`src/rtl/spq_pkg.sv`:
```
// ----------------------------------------------------------------------------
// spq_pkg: shared types and constants of the sorted priority queue
// Sizes, operation and status codes, controller states, command/status bundles.
// ----------------------------------------------------------------------------
package spq_pkg;

   localparam int DEPTH    = 16;
   localparam int VALUE_W  = 16;
   localparam int PRIO_W   = 16;
   localparam int CNT_W    = $clog2(DEPTH + 1);
   localparam int FUNC_W   = 2;
   localparam int STATUS_W = 3;

   typedef enum logic [FUNC_W-1:0] {
      FUNC_ENQ = 2'd0,
      FUNC_DEQ = 2'd1,
      FUNC_CHG = 2'd2,
      FUNC_CLR = 2'd3
   } func_type;

   typedef enum logic [STATUS_W-1:0] {
      STATUS_OK         = 3'd0,
      STATUS_EMPTY      = 3'd1,
      STATUS_NOT_FOUND  = 3'd2,
      STATUS_NOT_URGENT = 3'd3,
      STATUS_FULL       = 3'd4
   } status_type;

   typedef enum logic [1:0] {
      S_IDLE,
      S_EXEC,
      S_REINSERT
   } state_type;

   // controller -> datapath
   typedef struct packed {
      logic load_req;
      logic exec;
      logic reinsert;
      logic load_rsp;
   } cmd_type;

   // datapath -> controller
   typedef struct packed {
      logic need_reinsert;
   } dp_stat_type;

endpackage

```
`src/rtl/spq_req_if.sv`:
```
// ----------------------------------------------------------------------------
// spq_req_if: request channel of the sorted priority queue
// Valid/ready channel carrying one operation per beat.
// ----------------------------------------------------------------------------
interface spq_req_if;
   logic                        valid;
   logic                        ready;
   logic [spq_pkg::FUNC_W-1:0]  func;
   logic [spq_pkg::VALUE_W-1:0] in_value;
   logic signed [spq_pkg::PRIO_W-1:0] in_priority;

   modport source (output valid, output func, output in_value, output in_priority,
                   input ready);
   modport sink   (input valid, input func, input in_value, input in_priority,
                   output ready);
endinterface

```
`src/rtl/spq_rsp_if.sv`:
```
// ----------------------------------------------------------------------------
// spq_rsp_if: response channel of the sorted priority queue
// Valid/ready channel carrying one result per beat.
// ----------------------------------------------------------------------------
interface spq_rsp_if;
   logic                          valid;
   logic                          ready;
   logic [spq_pkg::STATUS_W-1:0]  status;
   logic [spq_pkg::VALUE_W-1:0]   out_value;
   logic signed [spq_pkg::PRIO_W-1:0] out_priority;
   logic [spq_pkg::CNT_W-1:0]     count;
   logic                          is_empty;

   modport source (output valid, output status, output out_value, output out_priority,
                   output count, output is_empty, input ready);
   modport sink   (input valid, input status, input out_value, input out_priority,
                   input count, input is_empty, output ready);
endinterface

```
`src/rtl/spq_ctrl.sv`:
```
// ----------------------------------------------------------------------------
// spq_ctrl: sequencing controller of the sorted priority queue
// Accepts a request, steps the datapath through execute and reinsert, and
// owns the response valid flag.
// ----------------------------------------------------------------------------
module spq_ctrl (
   input  logic                 clock,
   input  logic                 reset,
   input  logic                 req_valid,
   output logic                 req_ready,
   output logic                 rsp_valid,
   input  logic                 rsp_ready,
   input  spq_pkg::dp_stat_type dp_stat,
   output spq_pkg::cmd_type     cmd
);

   spq_pkg::state_type state_ff, state_in;
   logic pend_ff, pend_in;
   logic rsp_valid_ff, rsp_valid_in;
   logic slot_free;
   logic publish;
   logic accept;
   logic finish;

   assign slot_free = !rsp_valid_ff || rsp_ready;

   // next state
   always_comb begin
      state_in = state_ff;
      unique case (state_ff)
         spq_pkg::S_IDLE: begin
            if (accept) begin
               state_in = spq_pkg::S_EXEC;
            end
         end
         spq_pkg::S_EXEC: begin
            if (dp_stat.need_reinsert) begin
               state_in = spq_pkg::S_REINSERT;
            end else begin
               state_in = spq_pkg::S_IDLE;
            end
         end
         spq_pkg::S_REINSERT: begin
            state_in = spq_pkg::S_IDLE;
         end
         default: begin
            state_in = spq_pkg::S_IDLE;
         end
      endcase
   end

   // outputs
   always_comb begin
      req_ready = 1'b0;
      publish   = 1'b0;
      finish    = 1'b0;
      cmd       = '0;
      unique case (state_ff)
         spq_pkg::S_IDLE: begin
            publish   = pend_ff && slot_free;
            req_ready = !pend_ff || slot_free;
         end
         spq_pkg::S_EXEC: begin
            cmd.exec = 1'b1;
            finish   = !dp_stat.need_reinsert;
         end
         spq_pkg::S_REINSERT: begin
            cmd.reinsert = 1'b1;
            finish       = 1'b1;
         end
         default: begin
            req_ready = 1'b0;
         end
      endcase
      accept       = req_valid && req_ready;
      cmd.load_req = accept;
      cmd.load_rsp = publish;
   end

   always_comb begin
      pend_in = pend_ff;
      if (finish) begin
         pend_in = 1'b1;
      end else if (publish) begin
         pend_in = 1'b0;
      end
      rsp_valid_in = rsp_valid_ff;
      if (publish) begin
         rsp_valid_in = 1'b1;
      end else if (rsp_ready) begin
         rsp_valid_in = 1'b0;
      end
   end

   always_ff @(posedge clock) begin
      if (reset) begin
         state_ff     <= spq_pkg::S_IDLE;
         pend_ff      <= 1'b0;
         rsp_valid_ff <= 1'b0;
      end else begin
         state_ff     <= state_in;
         pend_ff      <= pend_in;
         rsp_valid_ff <= rsp_valid_in;
      end
   end

   assign rsp_valid = rsp_valid_ff;

endmodule

```
`src/rtl/spq_dpath.sv`:
```
// ----------------------------------------------------------------------------
// spq_dpath: datapath of the sorted priority queue
// A row of entry cells kept in priority order, with local compare and shift,
// the latched request and the response register.
// ----------------------------------------------------------------------------
module spq_dpath (
   input  logic                               clock,
   input  logic                               reset,
   input  spq_pkg::cmd_type                   cmd,
   output spq_pkg::dp_stat_type               dp_stat,
   input  logic [spq_pkg::FUNC_W-1:0]         req_func,
   input  logic [spq_pkg::VALUE_W-1:0]        req_value,
   input  logic signed [spq_pkg::PRIO_W-1:0]  req_priority,
   output logic [spq_pkg::STATUS_W-1:0]       rsp_status,
   output logic [spq_pkg::VALUE_W-1:0]        rsp_value,
   output logic signed [spq_pkg::PRIO_W-1:0]  rsp_priority,
   output logic [spq_pkg::CNT_W-1:0]          rsp_count,
   output logic                               rsp_is_empty
);

   localparam int D = spq_pkg::DEPTH;

   // latched request
   spq_pkg::func_type                  func_ff;
   logic [spq_pkg::VALUE_W-1:0]        rtag_ff;
   logic signed [spq_pkg::PRIO_W-1:0]  rprio_ff;

   // entry cells
   logic [spq_pkg::VALUE_W-1:0]        tag_ff  [D];
   logic [spq_pkg::VALUE_W-1:0]        tag_in  [D];
   logic signed [spq_pkg::PRIO_W-1:0]  prio_ff [D];
   logic signed [spq_pkg::PRIO_W-1:0]  prio_in [D];
   logic [spq_pkg::CNT_W-1:0]          count_ff, count_in;

   // per-operation results held until the response is published
   spq_pkg::status_type                status_ff, status_in;
   logic                               have_ff, have_in;
   logic [spq_pkg::VALUE_W-1:0]        held_tag_ff, held_tag_in;
   logic signed [spq_pkg::PRIO_W-1:0]  held_prio_ff, held_prio_in;

   // response register
   logic [spq_pkg::STATUS_W-1:0]       rsp_status_ff;
   logic [spq_pkg::VALUE_W-1:0]        rsp_value_ff;
   logic signed [spq_pkg::PRIO_W-1:0]  rsp_priority_ff;
   logic [spq_pkg::CNT_W-1:0]          rsp_count_ff;
   logic                               rsp_is_empty_ff;

   // cell-local compare results
   logic [D-1:0]                       occupied;
   logic [D-1:0]                       ge;
   logic [D-1:0]                       match;
   logic [D-1:0]                       first;
   logic [D-1:0]                       at_or_after;
   logic                               found;
   logic signed [spq_pkg::PRIO_W-1:0]  sel_prio;
   logic                               full;
   logic                               empty;
   logic [spq_pkg::VALUE_W-1:0]        ins_tag  [D];
   logic signed [spq_pkg::PRIO_W-1:0]  ins_prio [D];
   logic [spq_pkg::VALUE_W-1:0]        head_tag;
   logic signed [spq_pkg::PRIO_W-1:0]  head_prio;

   assign full  = (count_ff == spq_pkg::CNT_W'(D));
   assign empty = (count_ff == '0);

   always_comb begin
      for (int i = 0; i < D; i++) begin
         occupied[i] = (spq_pkg::CNT_W'(i) < count_ff);
         ge[i]       = occupied[i] && (rprio_ff >= prio_ff[i]);
         match[i]    = occupied[i] && (tag_ff[i] == rtag_ff);
      end
   end

   // isolate the matching entry nearest the head
   assign first       = match & (~match + D'(1));
   assign at_or_after = ~(first - D'(1));
   assign found       = |match;

   always_comb begin
      sel_prio = '0;
      for (int i = 0; i < D; i++) begin
         if (first[i]) begin
            sel_prio = sel_prio | prio_ff[i];
         end
      end
   end

   // sorted insert: keep cells that sort ahead, drop the new entry in the
   // first cell that does not, push the rest back by one
   always_comb begin
      ins_tag[0]  = ge[0] ? tag_ff[0]  : rtag_ff;
      ins_prio[0] = ge[0] ? prio_ff[0] : rprio_ff;
      for (int i = 1; i < D; i++) begin
         if (ge[i]) begin
            ins_tag[i]  = tag_ff[i];
            ins_prio[i] = prio_ff[i];
         end else if (ge[i-1]) begin
            ins_tag[i]  = rtag_ff;
            ins_prio[i] = rprio_ff;
         end else begin
            ins_tag[i]  = tag_ff[i-1];
            ins_prio[i] = prio_ff[i-1];
         end
      end
   end

   assign dp_stat.need_reinsert = cmd.exec && (func_ff == spq_pkg::FUNC_CHG) && found &&
                                  !(sel_prio < rprio_ff) && !first[0];

   always_comb begin
      tag_in       = tag_ff;
      prio_in      = prio_ff;
      count_in     = count_ff;
      status_in    = status_ff;
      have_in      = have_ff;
      held_tag_in  = held_tag_ff;
      held_prio_in = held_prio_ff;
      if (cmd.exec) begin
         status_in = spq_pkg::STATUS_OK;
         have_in   = 1'b0;
         unique case (func_ff)
            spq_pkg::FUNC_ENQ: begin
               if (full) begin
                  status_in = spq_pkg::STATUS_FULL;
               end else begin
                  tag_in   = ins_tag;
                  prio_in  = ins_prio;
                  count_in = count_ff + spq_pkg::CNT_W'(1);
               end
            end
            spq_pkg::FUNC_DEQ: begin
               have_in = 1'b1;
               if (empty) begin
                  status_in    = spq_pkg::STATUS_EMPTY;
                  held_tag_in  = '0;
                  held_prio_in = '0;
               end else begin
                  held_tag_in  = tag_ff[0];
                  held_prio_in = prio_ff[0];
                  for (int j = 0; j < D - 1; j++) begin
                     tag_in[j]  = tag_ff[j+1];
                     prio_in[j] = prio_ff[j+1];
                  end
                  count_in = count_ff - spq_pkg::CNT_W'(1);
               end
            end
            spq_pkg::FUNC_CHG: begin
               if (!found) begin
                  status_in = spq_pkg::STATUS_NOT_FOUND;
               end else if (sel_prio < rprio_ff) begin
                  status_in = spq_pkg::STATUS_NOT_URGENT;
               end else if (first[0]) begin
                  prio_in[0] = rprio_ff;
               end else begin
                  // close the gap; reinsertion follows next cycle
                  for (int j = 0; j < D - 1; j++) begin
                     if (at_or_after[j]) begin
                        tag_in[j]  = tag_ff[j+1];
                        prio_in[j] = prio_ff[j+1];
                     end
                  end
                  count_in = count_ff - spq_pkg::CNT_W'(1);
               end
            end
            spq_pkg::FUNC_CLR: begin
               count_in = '0;
            end
            default: begin
               status_in = spq_pkg::STATUS_OK;
            end
         endcase
      end else if (cmd.reinsert) begin
         tag_in   = ins_tag;
         prio_in  = ins_prio;
         count_in = count_ff + spq_pkg::CNT_W'(1);
      end
   end

   assign head_tag  = empty ? '0 : tag_ff[0];
   assign head_prio = empty ? '0 : prio_ff[0];

   always_ff @(posedge clock) begin
      if (reset) begin
         count_ff <= '0;
      end else begin
         count_ff <= count_in;
      end
   end

   always_ff @(posedge clock) begin
      tag_ff       <= tag_in;
      prio_ff      <= prio_in;
      status_ff    <= status_in;
      have_ff      <= have_in;
      held_tag_ff  <= held_tag_in;
      held_prio_ff <= held_prio_in;
      if (cmd.load_req) begin
         func_ff  <= spq_pkg::func_type'(req_func);
         rtag_ff  <= req_value;
         rprio_ff <= req_priority;
      end
      if (cmd.load_rsp) begin
         rsp_status_ff   <= status_ff;
         rsp_value_ff    <= have_ff ? held_tag_ff  : head_tag;
         rsp_priority_ff <= have_ff ? held_prio_ff : head_prio;
         rsp_count_ff    <= count_ff;
         rsp_is_empty_ff <= empty;
      end
   end

   assign rsp_status   = rsp_status_ff;
   assign rsp_value    = rsp_value_ff;
   assign rsp_priority = rsp_priority_ff;
   assign rsp_count    = rsp_count_ff;
   assign rsp_is_empty = rsp_is_empty_ff;

endmodule

```
`src/rtl/sorted_priority_queue_core.sv`:
```
// ----------------------------------------------------------------------------
// sorted_priority_queue_core: bounded priority queue kept in sorted order
// Enqueue, dequeue, change priority by tag and clear, one result per request.
// ----------------------------------------------------------------------------
// The queue holds up to DEPTH entries in a row of cells kept in ascending
// priority order, equal priorities in arrival order, so the head is always the
// most urgent entry. Every request returns exactly one result beat: a status,
// the dequeued entry (or the head after the operation), and the fill level.
// After a request is accepted, one execute step follows in which every cell
// compares against the request and shifts locally, after which the next
// request can be accepted. A priority change that moves a non-head entry
// needs a reinsert step as well: the execute step closes the gap and a
// second step reinserts it. The response register publishes a finished
// result in the same cycle the next request is accepted; while it is still
// held by the sink and another result is pending, requests stall.
// ----------------------------------------------------------------------------
module sorted_priority_queue_core (
   input  logic        clock,
   input  logic        reset,
   spq_req_if.sink     req_chan,
   spq_rsp_if.source   rsp_chan
);

   spq_pkg::cmd_type     cmd;
   spq_pkg::dp_stat_type dp_stat;

   // sequencing: accept, execute, optional reinsert, publish
   spq_ctrl u_ctrl (
      .clock     (clock),
      .reset     (reset),
      .req_valid (req_chan.valid),
      .req_ready (req_chan.ready),
      .rsp_valid (rsp_chan.valid),
      .rsp_ready (rsp_chan.ready),
      .dp_stat   (dp_stat),
      .cmd       (cmd)
   );

   // cell row, request latch and response register
   spq_dpath u_dpath (
      .clock        (clock),
      .reset        (reset),
      .cmd          (cmd),
      .dp_stat      (dp_stat),
      .req_func     (req_chan.func),
      .req_value    (req_chan.in_value),
      .req_priority (req_chan.in_priority),
      .rsp_status   (rsp_chan.status),
      .rsp_value    (rsp_chan.out_value),
      .rsp_priority (rsp_chan.out_priority),
      .rsp_count    (rsp_chan.count),
      .rsp_is_empty (rsp_chan.is_empty)
   );

   // an accepted beat is executed in the very next cycle
   a_accept_exec: assert property (@(posedge clock) disable iff (reset)
      (req_chan.valid && req_chan.ready && !reset) |=> cmd.exec)
      else $error("accepted beat not executed");

   // the fill level in a result never exceeds capacity
   a_count_bound: assert property (@(posedge clock) disable iff (reset)
      rsp_chan.valid |-> (rsp_chan.count <= spq_pkg::CNT_W'(spq_pkg::DEPTH)))
      else $error("result count beyond capacity");

   // empty flag agrees with the count
   a_empty_flag: assert property (@(posedge clock) disable iff (reset)
      rsp_chan.valid |-> (rsp_chan.is_empty == (rsp_chan.count == '0)))
      else $error("is_empty disagrees with count");

   // full is only reported with a full queue
   a_full_status: assert property (@(posedge clock) disable iff (reset)
      (rsp_chan.valid && (rsp_chan.status == spq_pkg::STATUS_FULL))
      |-> (rsp_chan.count == spq_pkg::CNT_W'(spq_pkg::DEPTH)))
      else $error("full status with room left");

   // reinsertion only follows an execute step
   a_reinsert_order: assert property (@(posedge clock) disable iff (reset)
      cmd.reinsert |-> $past(cmd.exec))
      else $error("reinsert without execute");

endmodule
```
`src/flat_wrapper.sv`:
```
// flat-port wrapper written by rule: the top's interface ports become plain ports
module sorted_priority_queue_core_flat 
  (clock, reset, req_chan_valid, req_chan_func, req_chan_in_value, req_chan_in_priority, req_chan_ready, rsp_chan_valid, rsp_chan_status, rsp_chan_out_value, rsp_chan_out_priority, rsp_chan_count, rsp_chan_is_empty, rsp_chan_ready);
  spq_req_if req_chan_i ();
  spq_rsp_if rsp_chan_i ();
  input  logic clock;
  input  logic reset;
  input wire logic [$bits(req_chan_i.valid)-1:0] req_chan_valid;
  input wire logic [$bits(req_chan_i.func)-1:0] req_chan_func;
  input wire logic [$bits(req_chan_i.in_value)-1:0] req_chan_in_value;
  input wire logic [$bits(req_chan_i.in_priority)-1:0] req_chan_in_priority;
  output wire logic [$bits(req_chan_i.ready)-1:0] req_chan_ready;
  output wire logic [$bits(rsp_chan_i.valid)-1:0] rsp_chan_valid;
  output wire logic [$bits(rsp_chan_i.status)-1:0] rsp_chan_status;
  output wire logic [$bits(rsp_chan_i.out_value)-1:0] rsp_chan_out_value;
  output wire logic [$bits(rsp_chan_i.out_priority)-1:0] rsp_chan_out_priority;
  output wire logic [$bits(rsp_chan_i.count)-1:0] rsp_chan_count;
  output wire logic [$bits(rsp_chan_i.is_empty)-1:0] rsp_chan_is_empty;
  input wire logic [$bits(rsp_chan_i.ready)-1:0] rsp_chan_ready;
  assign req_chan_i.valid = req_chan_valid;
  assign req_chan_i.func = req_chan_func;
  assign req_chan_i.in_value = req_chan_in_value;
  assign req_chan_i.in_priority = req_chan_in_priority;
  assign req_chan_ready = req_chan_i.ready;
  assign rsp_chan_valid = rsp_chan_i.valid;
  assign rsp_chan_status = rsp_chan_i.status;
  assign rsp_chan_out_value = rsp_chan_i.out_value;
  assign rsp_chan_out_priority = rsp_chan_i.out_priority;
  assign rsp_chan_count = rsp_chan_i.count;
  assign rsp_chan_is_empty = rsp_chan_i.is_empty;
  assign rsp_chan_i.ready = rsp_chan_ready;
  sorted_priority_queue_core u_core (.clock(clock), .reset(reset), .req_chan(req_chan_i), .rsp_chan(rsp_chan_i));
endmodule
```
`config.mk`:
```
export PLATFORM = sky130hd
export DESIGN_NAME = sorted_priority_queue_core_flat
export DESIGN_NICKNAME = d
export VERILOG_FILES = /design/src/rtl/spq_pkg.sv /design/src/rtl/spq_req_if.sv /design/src/rtl/spq_rsp_if.sv /design/src/rtl/spq_ctrl.sv /design/src/rtl/spq_dpath.sv /design/src/rtl/sorted_priority_queue_core.sv /design/src/flat_wrapper.sv
export SDC_FILE = /design/constraint.sdc
export NUM_CORES = 2
export LEC_CHECK = 0
export BUFFER_PORTS_ARGS = -buffer_cell sky130_fd_sc_hd__buf_2
export CORE_AREA = 8 8 318 320
export CTS_CLUSTER_DIAMETER = 150
export DETAILED_ROUTE_END_ITERATION = 16
export DIE_AREA = 0 0 326 328
export HOLD_SLACK_MARGIN = 0.06
export PLACE_DENSITY_LB_ADDON = 0.1
export SYNTH_ARGS = -nofsm -noshare
export SYNTH_HDL_FRONTEND = slang
export SYNTH_HIERARCHICAL = 1
export SYNTH_SLANG_ARGS = --single-unit
```
`constraint.sdc`:
```
create_clock -name clock -period 10.5 [get_ports clock]
set_clock_uncertainty 0.1 [all_clocks]
set_input_delay 1.575 -clock clock [delete_from_list [all_inputs] [get_ports clock]]
set_output_delay 1.575 -clock clock [all_outputs]
set_load 0.02 [all_outputs]
```
==> impl_metrics.env <==
export IMPL_post_cts_buffers=0
export IMPL_core_um2=95990
export IMPL_insertedDiodeCount=0
export IMPL_tightest_slew_ps=1380
export IMPL_layout_commonest_cell="edfxtp_1"
export IMPL_dp_cells=5769
export IMPL_cts_tree="done"
export IMPL_cap_violations=0
export IMPL_critPathCaptureType="register"
export IMPL_critPathRequiredTime_ps=10740
export IMPL_synth_top_area_cell="edfxtp_1"
export IMPL_fill_cells=8636
export IMPL_syn_num_nets=4999
export IMPL_synthArstFlopShare_pct=0
export IMPL_initial_core_util_pct=48.43
export IMPL_clkTransAtPathRegs_ps=60
export IMPL_grt_pass1_vias=35850
export IMPL_fmax_mhz=122.8
export IMPL_area_growth_pct=8.905
export IMPL_insertion_delay_ps=660
export IMPL_overflow=0
export IMPL_finalMaxSlewViolations=0
export IMPL_antenna_found_initial=2
export IMPL_track_usage_pct=27.51
export IMPL_synth_top_cell_area_share_pct=40.24
export IMPL_min_period_ps=8145
export IMPL_drive_above_1_share_pct=10.05
export IMPL_final_core_util_pct=52.75
export IMPL_status="finished, final reports clean"
export IMPL_p_leak_nw=20.88
export IMPL_fin_nets=4894
export IMPL_die_h_um=328
export IMPL_dpl_worst_slack_ps=2564
export IMPL_post_dp_hpwl_um=107400
export IMPL_vias=36960
export IMPL_gp_congestion=0.9920
export IMPL_remaining_drc_errors=0
export IMPL_cts_hold_buffers=0
export IMPL_start_kind="register"
export IMPL_antenna_left=0
export IMPL_ctsLongestPathBuffers=3
export IMPL_drtPass1Iterations=8
export IMPL_portBuffers=80
export IMPL_synth_cell_types=82
export IMPL_die_area_um2=106900
export IMPL_placed_area_um2=48070
export IMPL_cts_resized=0
export IMPL_placement_rows=114
export IMPL_final_instance_count_excl_fill=5913
export IMPL_layout_common_cells="623 x edfxtp_1, 463 x mux2i_1, 418 x o21ai_0, 373 x nand2_1, 287 x inv_1"
export IMPL_drtIter0Drc=3745
export IMPL_synth_seq_cells=632
export IMPL_cts_inserted_buffers=79
export IMPL_ioPinCount=81
export IMPL_synth_area_leaders="edfxtp_1 40%, mux2i_1 10%, ha_1 7.6%, o21ai_0 4.5%, nand2_1 3.0%"
export IMPL_wl_um=152900
export IMPL_ir_drop_v=0.0001258
export IMPL_hold_viol=0
export IMPL_fp_dieW_um=326
export IMPL_grt_max_degree=143
export IMPL_setup_ws_ps=2355
export IMPL_clock_sinks=632
export IMPL_synth_edff_count=623
export IMPL_yosys_warnings=6
export IMPL_crit_arrival_ps=8390
export IMPL_p_per_area_nw_per_um2=140.3
export IMPL_hold_class="register to register"
export IMPL_avgSynthCellArea_um2=9.936
export IMPL_ctsHtreeMaxLevel=3
export IMPL_setup_viol=0
export IMPL_critPathKind="register to register"
export IMPL_via_per_inst=6.250
export IMPL_netlist_area_um2=46490
export IMPL_wl_per_cell_um=25.85
export IMPL_relSlewSlack_pct=6.708
export IMPL_ys_seq_area_share_pct=40.63
export IMPL_min_period_over_period_pct=77.57
export IMPL_rsz0062_at_grt="false"
export IMPL_cp_max_fo=21
export IMPL_cts_root_buffer="clkbuf_16"
export IMPL_syn_inst=4679
export IMPL_grt_pass1_wl_um=231100
export IMPL_final_area_um2=50630
export IMPL_setup_tns_final_ps=0
export IMPL_synth_ff_type="edfxtp_1"
[sequential cells by signal (all words and copies together) (netlist names), 16 cells and up]
| signal | cells |
|---|---|
| u_core/u_dpath/held_tag_ff | 16 |
| u_core/u_dpath/rsp_value | 16 |
| u_core/u_dpath/rprio_ff | 16 |
| u_core/u_dpath/prio_ff | 256 |
| u_core/u_dpath/rtag_ff | 16 |
| u_core/u_dpath/rsp_priority | 16 |
| u_core/u_dpath/held_prio_ff | 16 |
| u_core/u_dpath/tag_ff | 256 |
[power by group]
part	internal, mW	switching (mW)
combinational	0.469	0.736
sequential	2.99	0.187
clock	1.59	1.14
[metal layers]
metal | GRT usage, % | part of all wire [%]
met3 | 4.010 | 6.0
met4 | 9.904 | 4.0
met1 | 37.91 | 44
met2 | 44.02 | 45
met5 | 0 | 0
[worst paths after layout]
kind	from	slack, ps	end	depth (start not counted)
worst min register to register	u_core/u_dpath/status_ff[1]	360	u_core/u_dpath/rsp_status[1]	0
worst max-delay path	u_core/u_dpath/rtag_ff[11]	2350	u_core/u_dpath/prio_ff[123]	23
worst max register to register	u_core/u_dpath/rtag_ff[11]	2350	u_core/u_dpath/prio_ff[123]	23
worst min-delay path	u_core/u_dpath/status_ff[1]	360	u_core/u_dpath/rsp_status[1]	0
[area by class of cell]
type                       count  area (um^2)  share of cell area [%]
clock buffer                 101         2172                   4.290
clock inverter                43        386.6                  0.7636
inverter                     287         1077                   2.128
multi-input combinational   3388        25290                   49.95
sequential                   632        18890                   37.30
tap                         1276         1597                   3.153
timing repair buffer         186         1221                   2.412
[Yosys cell counts, drive strengths merged, types with 32 or more instances]
| cell | count |
|---|---|
| a21o | 98 |
| edfxtp | 623 |
| a22o | 95 |
| ha | 282 |
| nor2 | 192 |
| nor3 | 51 |
| a21oi | 192 |
| mux2 | 98 |
| nor4 | 60 |
| and3 | 37 |
| nand4 | 78 |
| mux2i | 463 |
| a22oi | 78 |
| o21ai | 420 |
| inv | 287 |
| nor2b | 41 |
| o31ai | 38 |
| a32oi | 50 |
| xor2 | 160 |
| clkbuf | 293 |
| o21a | 52 |
| nand2 | 375 |
| o2bb2ai | 32 |
| a211oi | 41 |
| a221oi | 47 |
| nand3 | 56 |
| buf | 79 |
| xnor2 | 96 |
[cells by family (layout without fill, tap and decap cells)]
kind of cell             Yosys count  in the layout  synth area share (%)
AND/OR/NAND/NOR                  996            996                 10.33
flip-flops                       632            632                 40.63
AO/OA/AOI/OAI                   1293           1293                 18.63
adder cells (fa/ha/maj)          282            282                 7.589
multiplexers                     561            561                 12.34
XOR/XNOR                         256            256                 4.823
buffers and inverters            659            617                 5.665
[critical path, cell delays in order, from the launching register on]
cell and delay, ps:
edfxtp_1 750, buf_4 440, xor2_1 190, nor3_1 90, nor4bb_1 150, a2bb2oi_1 310, nor4b_1 1140, and2_1 350
nor2b_1 860, a221oi_1 290, nand4_1 170, ha_1 170, a21o_1 130, a21o_1 100, a21o_1 100, a21oi_1 60
o21ai_0 240, a41oi_1 90, a21oi_1 260, o211ai_2 180, and2_1 190, buf_4 250, a211oi_4 760, buf_4 400
[per-stage QoR]
| stage | hold slack [ps] | total power [mW] |
|---|---|---|
| after floorplan | 300.3 | 4.017 |
| after global placement | 335.7 | 4.395 |
| after detailed placement | 344.8 | 4.413 |
| after CTS | 363.3 | 7.149 |
| after global routing | 376.2 | 7.372 |
| final | 359.9 | 7.104 |
(Power assumes the default switching activity.)
